$ cat config.mk
export PLATFORM = sky130hd
export DESIGN_NAME = sequence_tagged_reorder_buffer
export DESIGN_NICKNAME = d
export VERILOG_FILES = /design/src/sv/srb_pkg.sv /design/src/sv/sequence_tagged_reorder_buffer.sv /design/src/sv/srb_slot_mem.sv
export SDC_FILE = /design/constraint.sdc
export NUM_CORES = 1
export LEC_CHECK = 0
export BUFFER_PORTS_ARGS = -buffer_cell sky130_fd_sc_hd__buf_4
export CORE_ASPECT_RATIO = 1.25
export CORE_MARGIN = 2
export CORE_UTILIZATION = 60
export DETAILED_ROUTE_END_ITERATION = 12
export GPL_ROUTABILITY_DRIVEN = 1
export PLACE_DENSITY = 0.88
export SETUP_SLACK_MARGIN = 0.3
export SYNTH_ARGS = -nofsm -noshare
export SYNTH_HDL_FRONTEND = slang
export SYNTH_HIERARCHICAL = 1
export SYNTH_SLANG_ARGS = --single-unit
$ cat constraint.sdc
create_clock -name clk -period 9.58 [get_ports clk]
set_input_delay 1.916 -clock clk [delete_from_list [all_inputs] [get_ports clk]]
set_output_delay 1.916 -clock clk [all_outputs]
set_load 0.02 [all_outputs]
$ cat src/sv/srb_pkg.sv
// ----------------------------------------------------------------------------
// srb_pkg
// Types and constants shared by the sequence-tagged reorder buffer.
// ----------------------------------------------------------------------------
package srb_pkg;

    localparam int SEQ_W  = 20;
    localparam int PORT_W = 64;
    localparam int HI_W   = 21;
    localparam int IDX_OUT_W = 4;

    // Highest-inserted starts at minus one.
    localparam logic signed [HI_W-1:0] HI_INS_RESET   = '1;
    localparam logic [SEQ_W-1:0]       LAST_SEQ_RESET = '1;

    localparam logic FUNC_INSERT = 1'b0;
    localparam logic FUNC_REMOVE = 1'b1;

    typedef enum logic [2:0] {
        ST_INSERTED = 3'd0,
        ST_FULL     = 3'd1,
        ST_HIT      = 3'd2,
        ST_RANGE    = 3'd3,
        ST_NOTYET   = 3'd4
    } status_t;

endpackage

$ cat src/sv/sequence_tagged_reorder_buffer.sv
// ----------------------------------------------------------------------------
// sequence_tagged_reorder_buffer
// Pool of tagged payload slots with insert, remove-by-number and miss window.
// ----------------------------------------------------------------------------
// A word is taken when start is high and busy is low. The sequencer then walks
// the slots one per cycle through the single read port of the tag memory,
// testing each with one shared compare (free slot for an insert, valid slot
// with a matching tag for a remove). A word that stops at slot k shows its
// result once slot k has been read and compared; a remove that misses every
// slot then works out the miss window in the states S_WIN_A and S_WIN_B.
// busy drops in the cycle the result is shown, so the next word may be taken
// at that edge. The result is valid for exactly one cycle while done is high;
// the receiver cannot stall it. last_seq may be written only while busy is low.
// ----------------------------------------------------------------------------
module sequence_tagged_reorder_buffer #(
    parameter int SLOTS     = 16,
    parameter int DATA_BITS = 64
) (
    input  logic                           clk,
    input  logic                           rst_n,
    input  logic                           start,
    output logic                           busy,
    input  logic                           func,
    input  logic [srb_pkg::SEQ_W-1:0]      seq_num,
    input  logic [srb_pkg::PORT_W-1:0]     payload,
    output logic                           done,
    output logic [2:0]                     status,
    output logic [srb_pkg::IDX_OUT_W-1:0]  slot_index,
    output logic [srb_pkg::PORT_W-1:0]     read_data,
    input  logic                           cfg_wr_en,
    input  logic [srb_pkg::SEQ_W-1:0]      cfg_wr_data
);

    localparam int IDX_W = $clog2(SLOTS);
    localparam int CNT_W = $clog2(SLOTS + 1);
    localparam int WIN_W = srb_pkg::HI_W + 1 + CNT_W;

    typedef enum logic [3:0] {
        S_IDLE  = 4'b0001,
        S_SCAN  = 4'b0010,
        S_WIN_A = 4'b0100,
        S_WIN_B = 4'b1000
    } state_t;

    state_t state_reg, state_next;

    logic [CNT_W-1:0]                 cnt_reg, cnt_next;
    logic                             pend_reg, pend_next;
    logic [IDX_W-1:0]                 chk_idx_reg, chk_idx_next;
    logic [SLOTS-1:0]                 valid_reg, valid_next;
    logic [CNT_W-1:0]                 occ_reg, occ_next;
    logic signed [srb_pkg::HI_W-1:0]  hi_ins_reg, hi_ins_next;
    logic [srb_pkg::SEQ_W-1:0]        last_seq_reg;
    logic                             done_reg, done_next;

    logic                             func_reg;
    logic [srb_pkg::SEQ_W-1:0]        seq_reg;
    logic [DATA_BITS-1:0]             data_reg;
    logic signed [WIN_W-1:0]          win_hi_reg, win_hi_next;
    logic signed [WIN_W-1:0]          win_lo_reg, win_lo_next;
    srb_pkg::status_t                 status_reg, status_next;
    logic [IDX_W-1:0]                 slot_reg, slot_next;
    logic [DATA_BITS-1:0]             rdata_reg, rdata_next;

    logic                             mem_we;
    logic [srb_pkg::SEQ_W-1:0]        mem_rd_tag;
    logic [DATA_BITS-1:0]             mem_rd_data;

    logic                             accept;
    logic                             match;
    logic                             last_chk;
    logic signed [WIN_W-1:0]          hi_ext, occ_ext, seq_ext, hi_clamped, last_ext;
    logic [IDX_W+3:0]                 slot_wide;

    srb_slot_mem #(
        .SLOTS     (SLOTS),
        .DATA_BITS (DATA_BITS)
    ) u_mem (
        .clk     (clk),
        .wr_en   (mem_we),
        .wr_addr (chk_idx_reg),
        .wr_tag  (seq_reg),
        .wr_data (data_reg),
        .rd_addr (cnt_reg[IDX_W-1:0]),
        .rd_tag  (mem_rd_tag),
        .rd_data (mem_rd_data)
    );

    assign accept   = start && (state_reg == S_IDLE);
    assign last_chk = (chk_idx_reg == IDX_W'(SLOTS - 1));

    // Shared compare: a free slot for an insert, a held slot with the tag for a remove.
    assign match = pend_reg && ((func_reg == srb_pkg::FUNC_INSERT) ? !valid_reg[chk_idx_reg]
                   : (valid_reg[chk_idx_reg] && (mem_rd_tag == seq_reg)));

    assign mem_we = (state_reg == S_SCAN) && match && (func_reg == srb_pkg::FUNC_INSERT);

    assign hi_ext   = WIN_W'(hi_ins_reg);
    assign occ_ext  = $signed(WIN_W'(occ_reg));
    assign seq_ext  = $signed(WIN_W'(seq_reg));
    assign last_ext = $signed(WIN_W'(last_seq_reg));
    assign hi_clamped = (win_hi_reg > last_ext) ? last_ext : win_hi_reg;

    always_comb
    begin
        state_next   = state_reg;
        cnt_next     = cnt_reg;
        pend_next    = 1'b0;
        chk_idx_next = chk_idx_reg;
        valid_next   = valid_reg;
        occ_next     = occ_reg;
        hi_ins_next  = hi_ins_reg;
        done_next    = 1'b0;
        status_next  = status_reg;
        slot_next    = slot_reg;
        rdata_next   = rdata_reg;
        win_hi_next  = win_hi_reg;
        win_lo_next  = win_lo_reg;

        case (state_reg)
            S_IDLE:
            begin
                if (start)
                begin
                    state_next = S_SCAN;
                    cnt_next   = '0;
                end
            end
            S_SCAN:
            begin
                // Issue the read of the next slot while checking the one read before.
                if (cnt_reg < CNT_W'(SLOTS))
                begin
                    cnt_next     = cnt_reg + 1'b1;
                    pend_next    = 1'b1;
                    chk_idx_next = cnt_reg[IDX_W-1:0];
                end
                if (match)
                begin
                    state_next = S_IDLE;
                    done_next  = 1'b1;
                    slot_next  = chk_idx_reg;
                    if (func_reg == srb_pkg::FUNC_INSERT)
                    begin
                        valid_next[chk_idx_reg] = 1'b1;
                        occ_next    = occ_reg + 1'b1;
                        status_next = srb_pkg::ST_INSERTED;
                        rdata_next  = '0;
                        if ($signed({1'b0, seq_reg}) > hi_ins_reg)
                        begin
                            hi_ins_next = $signed({1'b0, seq_reg});
                        end
                    end
                    else
                    begin
                        valid_next[chk_idx_reg] = 1'b0;
                        occ_next    = occ_reg - 1'b1;
                        status_next = srb_pkg::ST_HIT;
                        rdata_next  = mem_rd_data;
                    end
                end
                else if (pend_reg && last_chk)
                begin
                    slot_next  = '0;
                    rdata_next = '0;
                    if (func_reg == srb_pkg::FUNC_INSERT)
                    begin
                        state_next  = S_IDLE;
                        done_next   = 1'b1;
                        status_next = srb_pkg::ST_FULL;
                    end
                    else
                    begin
                        state_next = S_WIN_A;
                    end
                end
            end
            S_WIN_A:
            begin
                win_hi_next = hi_ext + WIN_W'(SLOTS) - occ_ext - WIN_W'(1);
                win_lo_next = hi_ext - occ_ext + WIN_W'(1);
                state_next  = S_WIN_B;
            end
            S_WIN_B:
            begin
                state_next = S_IDLE;
                done_next  = 1'b1;
                if ((seq_ext > hi_clamped) || (seq_ext < win_lo_reg))
                begin
                    status_next = srb_pkg::ST_RANGE;
                end
                else
                begin
                    status_next = srb_pkg::ST_NOTYET;
                end
            end
            default:
            begin
                state_next = S_IDLE;
            end
        endcase
    end

    always_ff @(posedge clk or negedge rst_n)
    begin
        if (!rst_n)
        begin
            state_reg    <= S_IDLE;
            cnt_reg      <= '0;
            pend_reg     <= 1'b0;
            chk_idx_reg  <= '0;
            valid_reg    <= '0;
            occ_reg      <= '0;
            hi_ins_reg   <= srb_pkg::HI_INS_RESET;
            last_seq_reg <= srb_pkg::LAST_SEQ_RESET;
            done_reg     <= 1'b0;
        end
        else
        begin
            state_reg   <= state_next;
            cnt_reg     <= cnt_next;
            pend_reg    <= pend_next;
            chk_idx_reg <= chk_idx_next;
            valid_reg   <= valid_next;
            occ_reg     <= occ_next;
            hi_ins_reg  <= hi_ins_next;
            done_reg    <= done_next;
            if (cfg_wr_en)
            begin
                last_seq_reg <= cfg_wr_data;
            end
        end
    end

    always_ff @(posedge clk)
    begin
        if (accept)
        begin
            func_reg <= func;
            seq_reg  <= seq_num;
            data_reg <= payload[DATA_BITS-1:0];
        end
        win_hi_reg <= win_hi_next;
        win_lo_reg <= win_lo_next;
        status_reg <= status_next;
        slot_reg   <= slot_next;
        rdata_reg  <= rdata_next;
    end

    assign slot_wide  = {4'b0000, slot_reg};
    assign busy       = (state_reg != S_IDLE);
    assign done       = done_reg;
    assign status     = status_reg;
    assign slot_index = slot_wide[3:0];
    assign read_data  = srb_pkg::PORT_W'(rdata_reg);

    // The slot count always agrees with the valid bits.
    a_occ_matches_valid: assert property (@(posedge clk) disable iff (!rst_n)
        occ_reg == CNT_W'($countones(valid_reg)))
        else $error("occupied count disagrees with valid bits");

    // A result word only follows a cycle of work.
    a_done_after_work: assert property (@(posedge clk) disable iff (!rst_n)
        done_reg |-> ($past(state_reg) != S_IDLE))
        else $error("result strobe without a word in progress");

    // A full refusal only happens with every slot held.
    a_full_only_when_full: assert property (@(posedge clk) disable iff (!rst_n)
        (done_reg && (status_reg == srb_pkg::ST_FULL)) |-> (occ_reg == CNT_W'(SLOTS)))
        else $error("full status with a free slot");

    // An accepted word makes the block busy in the next cycle.
    a_busy_after_accept: assert property (@(posedge clk) disable iff (!rst_n)
        accept |=> busy)
        else $error("word accepted but block not busy");

    // A hit frees the slot it reports.
    a_hit_frees_slot: assert property (@(posedge clk) disable iff (!rst_n)
        (done_reg && (status_reg == srb_pkg::ST_HIT)) |-> !valid_reg[slot_reg])
        else $error("hit slot still marked valid");

endmodule

$ cat src/sv/srb_slot_mem.sv
// ----------------------------------------------------------------------------
// srb_slot_mem
// Slot tag and payload storage: one write port and one registered read port.
// ----------------------------------------------------------------------------
module srb_slot_mem #(
    parameter int SLOTS     = 16,
    parameter int DATA_BITS = 64
) (
    input  logic                          clk,
    input  logic                          wr_en,
    input  logic [$clog2(SLOTS)-1:0]      wr_addr,
    input  logic [srb_pkg::SEQ_W-1:0]     wr_tag,
    input  logic [DATA_BITS-1:0]          wr_data,
    input  logic [$clog2(SLOTS)-1:0]      rd_addr,
    output logic [srb_pkg::SEQ_W-1:0]     rd_tag,
    output logic [DATA_BITS-1:0]          rd_data
);

    logic [srb_pkg::SEQ_W-1:0] tag_mem  [SLOTS];
    logic [DATA_BITS-1:0]      data_mem [SLOTS];

    always_ff @(posedge clk)
    begin
        if (wr_en)
        begin
            tag_mem[wr_addr]  <= wr_tag;
            data_mem[wr_addr] <= wr_data;
        end
        rd_tag  <= tag_mem[rd_addr];
        rd_data <= data_mem[rd_addr];
    end

endmodule

# == After elaboration in Yosys (flattened, before gate mapping) ==
# Memory sizes are Yosys's and may differ from the RTL's. A register that Yosys moved wholly into a read port is not among the register bits.
# Cells that the tools add are included.
# word_totals
reg_bits,287
latchBits,0
ram_bits,1344
rom_bits,0
out_inout_bits,73
n_memories,2
# mem_list
memory,depth,width,read_ports,rd_ports_with_merged_regs,wr,line_no,text
u_mem.data_mem,16,64,1,1,1,srb_slot_mem.sv:20,logic [DATA_BITS-1:0] data_mem [SLOTS];
u_mem.tag_mem,16,20,1,1,1,srb_slot_mem.sv:19,logic [srb_pkg::SEQ_W-1:0] tag_mem [SLOTS];
# op_classes
n_addsub,8
multipliers,0
div_mod_pow,0
n_lt_le_gt_ge,7
n_eq_ne,11
shift,0
muxes,35
bitwise,4
n_reduce_logical,19
# ops
operator,count
$mux W64,3
$gt A21 B27 Y1,1
$gt A27 B21 Y1,1
$lt A21 B27 Y1,1
$mux W27,1
$sub A23 B2 Y24 const B,1
$add A22 B2 Y23 const B,1
$sub A22 B6 Y23,1
$add A21 B6 Y22 const B,1
$sub A21 B6 Y22,1
$gt A21 B21 Y1,1
$eq A20 B20 Y1,1
$mux W4,5
$and A16 B16 Y16,1
$mux W16,1
$not A16 Y16,1
$or A16 B16 Y16,1
$mux W3,5
$mux W5,3
$pmux W4 S3,1
$add A5 B1 Y5 const B,2
$mux W1,10
$pmux W5 S2,1
$eq A4 B4 Y1 const B,2
other kinds (25),37

# == Longest topological paths before layout ==
# Gate-level depths: netlist of the first run.
# logic_depth
ltp_word,9
ltp_mapped,22
mapped_depth_nobuf,21

# == By module ==
# Netlist of the first run, hierarchy kept.
# modules_own_cells
module,instances,cells_per_inst,area_per_inst_um2
srb_slot_mem,1,2154,52059.9
sequence_tagged_reorder_buffer,1,1145,14092.3

# == Worst setup path after synthesis of the first run ==
# Ideal clock, no wire load.
# synth_timing
kind,reg-to-reg
from,reg chk_idx_reg[0]
to,"mem u_mem.data_mem[0][0], enable pin"
setup_ns,0.629
arrival_ns,7.835
path_slack_ns,1.116
stages_incl_launch_ff,8
n_path_buf,1
period_less_slack_ns,8.464
path_cell_list,dfrtp_1 buf_6 mux4_2 o22ai_1 a21oi_2 nor3_2 or3b_2 nor3_1
# synth_via
elab_chain_len,9
# synth_rtl
item,line_no,text
from (decl),sequence_tagged_reorder_buffer.sv:49,"logic [IDX_W-1:0] chk_idx_reg, chk_idx_next;"
from (signal assigned),sequence_tagged_reorder_buffer.sv:223,chk_idx_reg <= chk_idx_next;
$bmux W1 S4 *,"sequence_tagged_reorder_buffer.sv:93, sequence_tagged_reorder_buffer.sv:94",
$mux W1 (implied by the code) *,"sequence_tagged_reorder_buffer.sv:93, sequence_tagged_reorder_buffer.sv:94",
$logic_not A1 Y1 or $logic_and A1 B1 Y1 (tied branches),"sequence_tagged_reorder_buffer.sv:93, sequence_tagged_reorder_buffer.sv:94",
$mux W1 *,sequence_tagged_reorder_buffer.sv:93,assign match = pend_reg && ((func_reg == srb_pkg::FUNC_INSERT) ? !valid_reg[chk_idx_reg]
$logic_and A1 B1 Y1 *,sequence_tagged_reorder_buffer.sv:93,
$logic_and A1 B1 Y1 * (2 in series),sequence_tagged_reorder_buffer.sv:96,assign mem_we = (state_reg == S_SCAN) && match && (func_reg == srb_pkg::FUNC_INSERT);
named net mem_we,sequence_tagged_reorder_buffer.sv:65,logic mem_we;
$mux W1 *,srb_slot_mem.sv:24,if (wr_en)
$mux W1 (implied by the code) *,srb_slot_mem.sv:27,data_mem[wr_addr] <= wr_data;
to (decl),srb_slot_mem.sv:20,
# The timed path passes the listed nets; every way through them passes the cells marked *. The select of a mux whose other input is x is not followed.

# == Worst setup path after layout of the first run ==
# layout_timing
from,reg last_seq_reg[1] (netlist bit)
to,"reg status_reg[2], in the netlist status[2], data pin"
# layout_via
elab_chain_len,6
# layout_rtl
item,line_no,text
from (decl),sequence_tagged_reorder_buffer.sv:53,logic [srb_pkg::SEQ_W-1:0] last_seq_reg;
from (signal assigned),sequence_tagged_reorder_buffer.sv:215,last_seq_reg <= srb_pkg::LAST_SEQ_RESET;
from (signal assigned),sequence_tagged_reorder_buffer.sv:230,last_seq_reg <= cfg_wr_data;
$gt A27 B21 Y1,sequence_tagged_reorder_buffer.sv:102,assign hi_clamped = (win_hi_reg > last_ext) ? last_ext : win_hi_reg;
$mux W27 *,sequence_tagged_reorder_buffer.sv:102,
$gt A21 B27 Y1 *,sequence_tagged_reorder_buffer.sv:188,if ((seq_ext > hi_clamped) || (seq_ext < win_lo_reg))
$logic_or A1 B1 Y1 *,sequence_tagged_reorder_buffer.sv:188,
$mux W3 *,sequence_tagged_reorder_buffer.sv:188,
$pmux W3 S2 *,sequence_tagged_reorder_buffer.sv:120,case (state_reg)
to (signal assigned),sequence_tagged_reorder_buffer.sv:245,status_reg <= status_next;
to (decl),sequence_tagged_reorder_buffer.sv:61,"srb_pkg::status_t status_reg, status_next;"
# Mark *: on every way between the ends. The rest lies on a longest branch, timed or not.
# A chain may end at the register's enable or synchronous reset.

==> metrics.md, run 1 <==
| Metric | Value |
|---|---|
| Design area | `between 0.07 and 0.08 mm2` |
| CTS Buffer Depth | `3` |
| Max IR drop VDD | `253 uV` |
| # placed instances | `~4800` |
| Non-Filler Instances | `5135` |
| Vias post-DR | `about 35000` |
| Final ANT Viol Nets | `0` |
| Slowest-stage cell, CP | `a2111oi_0` |
| Setup_tns | `0 ns` |
| # DRC | `0` |
| Clk pin slew, worst setup/hold paths | `0.06 ns` |
| Fill cell count | `6282` |
| Synth Area in Simple Gates | `roughly 2.7%` |
| WS Path Type | `register to register` |
| Final Skew | `0.0308 ns` |
| # diodes | `0` |
| Tot GR Track Use | `31.0%` |
| Layout cells sized above 1 | `26.2%` |
| Total Routed Length | `172000 um` |
| Layout Area Growth over Synthesis | `12.5%` |
| Placed Area | `0.0693 mm2` |
| Post-cts sizing count | `0` |
| Max-slew violations | `0` |
| Distinct cells, synth | `67` |
| Synth Instances | `roughly 3300` |
| Fraction of registers with async set/reset | `4.51%` |
| Worst-path cell chain | `inv_1 > ha_1 > nor2b_1 > o21ai_0 > nand2b_1 > a21oi_1 > o21ai_0 > a221oi_1 > o21ai_0 > ha_1 > o41ai_2 > buf_4 > nor2_1 > a21oi_1 > ha_1 > a21o_1 > a21o_1 > a2111oi_0 > o21ai_0 > a2111oi_0` |
| Min-Delay Path Depth | `1` |
| Post-CTS Hold Buffers | `0` |
| Largest family of logic cells by synthesized area | `multiplexers` |
| Max Cap Viol | `0` |
| Post-synth EDFFs | `1546` |
| Clk sinks | `1707` |
| Num CTS Buffers | `157` |
| H-Tree Depth | `4` |
| Vias in the first global route | `36700` |
| CP Max Fanout | `16` |
| Tcrit/Tclk final | `64.1%` |
| Final worst slack | `3.44 ns` |
| Worst slew pin tran | `1.35 ns` |
| Reg2reg start | `last_seq_reg[1]` |
| Grt ovf | `0` |
| Largest Register | `u_mem/data_mem` |
| Die Area | `0.113 mm2` |
| Most common cell on crit path | `o21ai_0` |
| First DRT Iteration DRCs | `4802` |
| Power Dens Cells | `255 mW/mm2` |
| Period minus WS final | `6.14 ns` |
| DP HPWL | `around 85000 um` |
| Max_slew headroom | `7.68%` |
| Multiplexer share of the synthesized area | `12.2%` |
| CP Data Arrival Time | `6.53 ns` |
| Standard-cell rows | `about 140` |
| Bufs and invs on worst path | `2` |
| Largest net degree at the start of global routing | `160` |
| CP delay by family, top | `compound AO/OA/AOI/OAI gates` |
| Synth Area in Compound Gates | `4.65%` |
| Max incr delay on CP | `around 1.2 ns` |
| CP Capture Type | `register` |
| Tot Pwr | `0.0190 W` |
| Pleak | `24.8 nW` |
| Fmax | `163 MHz` |
| Initial antenna violation count | `1` |
| Synth Area in Adders | `2.27%` |
| R2R Setup Slk | `3.44 ns` |
| Synth Register Bits | `~1700` |
| Type of origin of the critical path | `register` |
| Outcome | `finished clean` |
| IO Pins | `approximately 180` |
| Xor and xnor area share after synthesis | `0.781%` |
| Worst slack, placed | `3.61 ns` |
| Post-CTS Setup Bufs | `0` |
| HP Start | `u_mem/rd_data[47]` |
| Sequential area share after synthesis | `75.7%` |
| Register-to-Register Path Depth | `20` |
| First-pass GRT wire length | `251000 um` |
| RSZ-0062 raised after global routing | `false` |
| DR pass1 iterations | `5` |
| Synth Area per Inst | `between 20 and 25 um2` |
| Mapped Nets | `approximately 3500` |
| Biggest regs | `u_mem/data_mem x1024, u_mem/tag_mem x320` |
| Post-synthesis cell area | `0.0662 mm2` |
| Main synth FF type | `edfxtp_1` |
| Max reg flops | `1024` |
| Hold/Removal Path Class | `register to register` |
| Die Y | `about 380 um` |
| I/O Buffers | `181` |
| RD Place Congestion | `0.912` |
| Vias per cell | `~6.9` |
| Hold Path Sink | `read_data[47]` |
| Root Buffer | `clkbuf_16` |
| Initial core utilization | `around 60%` |
| Endpoints failing setup | `0` |
| Final number of hold-violating endpoints | `0` |
| Crit Reg-Reg Endpoint | `status[2]` |
| Clock latency at the later pin of the worst-skew pair | `0.80 ns` |
| CP Data Required Time | `9.97 ns` |
| CTS tree | `done` |
| Wire per inst | `33.4 um` |
| NumNets Final | `about 3800` |
| Core area | `~0.11 mm2` |
| Die Wd | `301 um` |
| Syn. warnings | `6` |
worst register-to-register path, delay by kind of cell (launching register included):
family / cells / cell delay [ns]
flip-flops: 1 / 0.51
buffers and inverters: 2 / 0.35
adder cells (fa/ha/maj): 3 / 0.92
AO/OA/AOI/OAI: 12 / 3.68
AND/OR/NAND/NOR: 3 / 0.28
cell families after synthesis:
| family | Yosys count |
|---|---|
| and+or+nand+nor | 370 |
| buffers and inverters | 250 |
| xor gates and xnor gates | 59 |
| AOI/OAI and AO/OA | 426 |
| adders and majority gates | 118 |
| DFF | 1707 |
| muxes | 369 |
per-stage QoR:
stage	hold WS [ns]	utilization (%)
6_report	0.504	67.9
3_5_place_dp	0.488	63.2
2_1_floorplan	0.458	-
3_3_place_gp	0.471	63.2
5_1_grt	0.529	67.9
4_1_cts	0.505	67.9
final cells by class:
type	instances	area [um2]	area share, %
clock buffers	225	4380	5.88
clock inverters	66	731	0.982
inverters	92	348	0.467
multi-input cells	1342	15100	20.3
flip-flops and latches	1707	50100	67.3
well taps	1449	1810	2.44
repair buffers	254	1940	2.61
layout by cell type (no fill, tap or decap), types with 38 or more instances in the layout:
cell / n
buf_4: 251
a22oi_2: 39
edfxtp_1: 1546
a22oi_1: 129
ha_1: 115
nor2_1: 57
clkbuf_16: 160
a21oi_1: 84
nand2_1: 141
mux4_2: 340
dfxtp_1: 84
clkbuf_1: 52
o21ai_0: 58
dfstp_2: 42
a21o_1: 38
inv_1: 90
and2_1: 69
xnor2_1: 38
metal layers:
layer,GRT usage (%),routed length [um],vias to the layer above
met5,0,13,-
met3,6.21,17600,543
met1,39.2,57300,18100
met2,52.1,88200,2827
li1,-,-,13900
met4,14.0,8510,2
cell usage after synthesis, types with 9 or more instances:
master,number,area [um2]
xor2_1,21,184
a21oi_1,84,420
a21o_1,38,285
dfxtp_1,84,1680
dfrtp_1,35,876
buf_2,55,275
and2_1,71,444
a22oi_2,39,488
o21bai_1,9,67.6
inv_1,91,342
buf_6,9,101
nand4_1,21,131
a22oi_1,129,968
nand2_1,141,529
clkbuf_1,71,267
nor3_1,13,65.1
mux2_4,19,285
dfstp_2,42,1100
edfxtp_1,1546,46400
buf_1,17,63.8
nor2_1,70,263
o21ai_0,58,290
nand3_1,10,50.1
ha_1,115,1440
mux4_2,340,7660
nand2b_1,11,68.8
xnor2_1,38,333
o31ai_1,19,143
o41ai_1,16,140
power by group:
group | internal (W) | switching, W | leakage [nW] | total, W
Combinational | 0.00154 | 0.00197 | 6.64 | 0.00352
Sequential | 0.00877 | 0.000399 | 15.7 | 0.00917
Clock | 0.00349 | 0.00282 | 2.47 | 0.00631
Total | 0.0138 | 0.00519 | 24.8 | 0.0190
worst max-delay path by stage:
stage / startpoint / endpoint / slack (ns) / depth (start not counted)
after global placement: last_seq_reg[1] / status[2] / 3.79 / 20
after floorplan: chk_idx_reg[0] / u_mem/data_mem[0][0] / 1.12 / 7
after global routing: last_seq_reg[1] / status[1] / 3.19 / 21
after detailed placement: last_seq_reg[1] / status[1] / 3.61 / 21
after CTS: last_seq_reg[1] / status[2] / 3.56 / 20
final: last_seq_reg[1] / status[2] / 3.44 / 20
(Power assumes the default switching activity.)
==> inputs of run 2 (changes only) <==
Clock period 9.58 ns to 5.9 ns, I/O delays scaled along.
==> metrics.md, run 2 (synthesis gave the netlist of run 1 again) <==
| Metric | Value |
|---|---|
| Outcome | `finished clean` |
| IO Pins | `182` |
| Most common cell on crit path | `o21ai_0` |
| Endpoints failing setup | `0` |
| Core area | `0.110 mm2` |
| I/O Buffers | `181` |
| Worst-path cell chain | `inv_1 > ha_1 > nor2b_1 > o21ai_0 > nand2b_1 > a21oi_1 > o21ai_0 > a221oi_1 > o21ai_0 > ha_1 > o41ai_2 > buf_4 > nor2_1 > a21oi_1 > ha_1 > a21o_1 > a21o_1 > a2111oi_1 > buf_4 > o21ai_0 > a2111oi_2 > a21oi_1` |
| RD Place Congestion | `0.891` |
| Fmax | `192 MHz` |
| H-Tree Depth | `4` |
| Final ANT Viol Nets | `0` |
| Slowest-stage cell, CP | `a2111oi_1` |
| CP Data Arrival Time | `around 5.7 ns` |
| # DRC | `0` |
| Initial core utilization | `60.4%` |
| First DRT Iteration DRCs | `4762` |
| Layout Area Growth over Synthesis | `12.8%` |
| CP Capture Type | `register` |
| Max Cap Viol | `0` |
| Max-slew violations | `0` |
| Die Area | `0.113 mm2` |
| Tot Pwr | `between 0.03 and 0.04 W` |
| Largest Register | `u_mem/data_mem` |
| CTS Buffer Depth | `3` |
| Multi-input logic area | `0.0151 mm2` |
| Power Dens Cells | `412 mW/mm2` |
| Final number of hold-violating endpoints | `0` |
| Non-Filler Instances | `just over 5000` |
| Root Buffer | `clkbuf_16` |
| Max_slew headroom | `17.3%` |
| Type of origin of the critical path | `register` |
| DP HPWL | `roughly 80000 um` |
| Tcrit/Tclk final | `roughly nine tenths` |
| Period minus WS final | `5.20 ns` |
| Max IR drop VDD | `421 uV` |
| FF+latch area | `0.0501 mm2` |
| Fill cell count | `6228` |
| Largest net degree at the start of global routing | `121` |
| Die Y | `375 um` |
| Hold/Removal Path Class | `register to register` |
| Clk pin slew, worst setup/hold paths | `approximately 0.06 ns` |
| Biggest regs | `u_mem/data_mem x1024, u_mem/tag_mem x320` |
| Num CTS Buffers | `153` |
| Vias post-DR | `about 35000` |
| First-pass GRT wire length | `248000 um` |
| Clk sinks | `around 1700` |
| Clock latency at the later pin of the worst-skew pair | `0.81 ns` |
| RSZ-0062 raised after global routing | `false` |
| # diodes | `0` |
| Post-CTS Hold Buffers | `0` |
| CP Data Required Time | `6.41 ns` |
| # placed instances | `4836` |
| CP Max Fanout | `18` |
| Worst slew pin tran | `1.24 ns` |
| WS Path Type | `register to register` |
| Total Routed Length | `about 170000 um` |
| Vias per cell | `6.86` |
| Most common cell after layout, fill and taps aside | `edfxtp_1` |
| NumNets Final | `approximately 3800` |
| Pleak | `around 25 nW` |
| Grt ovf | `0` |
| Final Skew | `0.0581 ns` |
| Vias in the first global route | `36600` |
| CTS tree | `done` |
| Die Wd | `301 um` |
| Standard-cell rows | `136` |
| Final worst slack | `~0.7 ns` |
| Wire per inst | `33.0 um` |
| Layout cells sized above 1 | `26.2%` |
| DR pass1 iterations | `5` |
| Commonest non-fill, non-tap cells in the layout | `1546 x edfxtp_1, 340 x mux4_2, 224 x buf_4` |
| CP delay by family, top | `compound AO/OA/AOI/OAI gates` |
| Tot GR Track Use | `30.5%` |
| Worst slack, placed | `roughly 0.37 ns` |
| Max incr delay on CP | `0.59 ns` |
| Max reg flops | `1024` |
| Initial antenna violation count | `3` |
| Bufs and invs on worst path | `3` |
==> run 2: changes by cell type in the layout (fill, tap and decap cells not counted), sizes merged <==
cell	before	now
clkbuf	225	211
inv	100	99
buf	254	246
bufinv	10	12
clkinv	41	51
==> run 2: final cells by class <==
type,instances,share of cell area [%]
Sequential cell,1707,67.1
Inverter,92,0.464
Tap cell,1449,2.43
Clock inverter,77,1.10
Multi-Input combinational cell,1342,20.3
Timing Repair Buffer,246,2.84
Clock buffer,211,5.75
==> run 2: timing repair <==
| item | CTS | global route |
|---|---|---|
| setup endpoints to repair | 0 | 3 |
| resized for setup | 0 | 3 |
| setup buffers | 0 | 0 |
==> run 2: worst reg2reg max path, cell delays in order (launching register included) <==
cell	delay, ns
dfstp_2	0.51
inv_1	0.06
ha_1	0.30
nor2b_1	0.13
o21ai_0	0.13
nand2b_1	0.07
a21oi_1	0.17
o21ai_0	0.13
a221oi_1	0.31
o21ai_0	0.14
ha_1	0.33
o41ai_2	0.07
buf_4	0.28
nor2_1	0.06
a21oi_1	0.14
ha_1	0.27
a21o_1	0.18
a21o_1	0.17
a2111oi_1	0.59
buf_4	0.21
o21ai_0	0.09
a2111oi_2	0.50
a21oi_1	0.10
==> run 2: through the flow <==
stage	hold WS [ns]	instance area [um2]	util (%)	setup TNS (ns)
after detailed placement	0.483	69500	63.4	0
after global routing	0.518	74600	68.1	0
after floorplan	0.458	66200	-	-570.28
after global placement	0.473	69500	63.4	0
final	0.501	74600	68.1	0
after CTS	0.499	74600	68.1	0
==> run 2: report_power, final <==
part           total, W  internal [W]  switching [W]
Sequential       0.0150        0.0142       0.000771
Clock            0.0103       0.00568        0.00457
Combinational   0.00548       0.00251        0.00298
==> run 2: path summary, 6_finish.rpt <==
check,startpoint,end,slack [ns],depth (start not counted)
hold reg to reg,register,register,0.50,2
min in group asynchronous,rst_n,hi_ins_reg[12],0.69,1
setup reg to reg,last_seq_reg[1],status[1],0.70,22
setup / recovery,last_seq_reg[1],status[1],0.70,22
hold / removal,register,register,0.50,2
max in group asynchronous,rst_n,cnt_reg[0],4.49,2
==> run 2: layer usage <==
metal	part of all wire [%]	wire length, um	global-route usage, %	vias to the layer above
met3	10	17300	5.97	507
li1	-	-	-	13900
met4	4.5	7530	13.2	6
met1	34	57300	39.2	18000
met2	51	86900	51.0	2835
met5	0.019	32	0	-
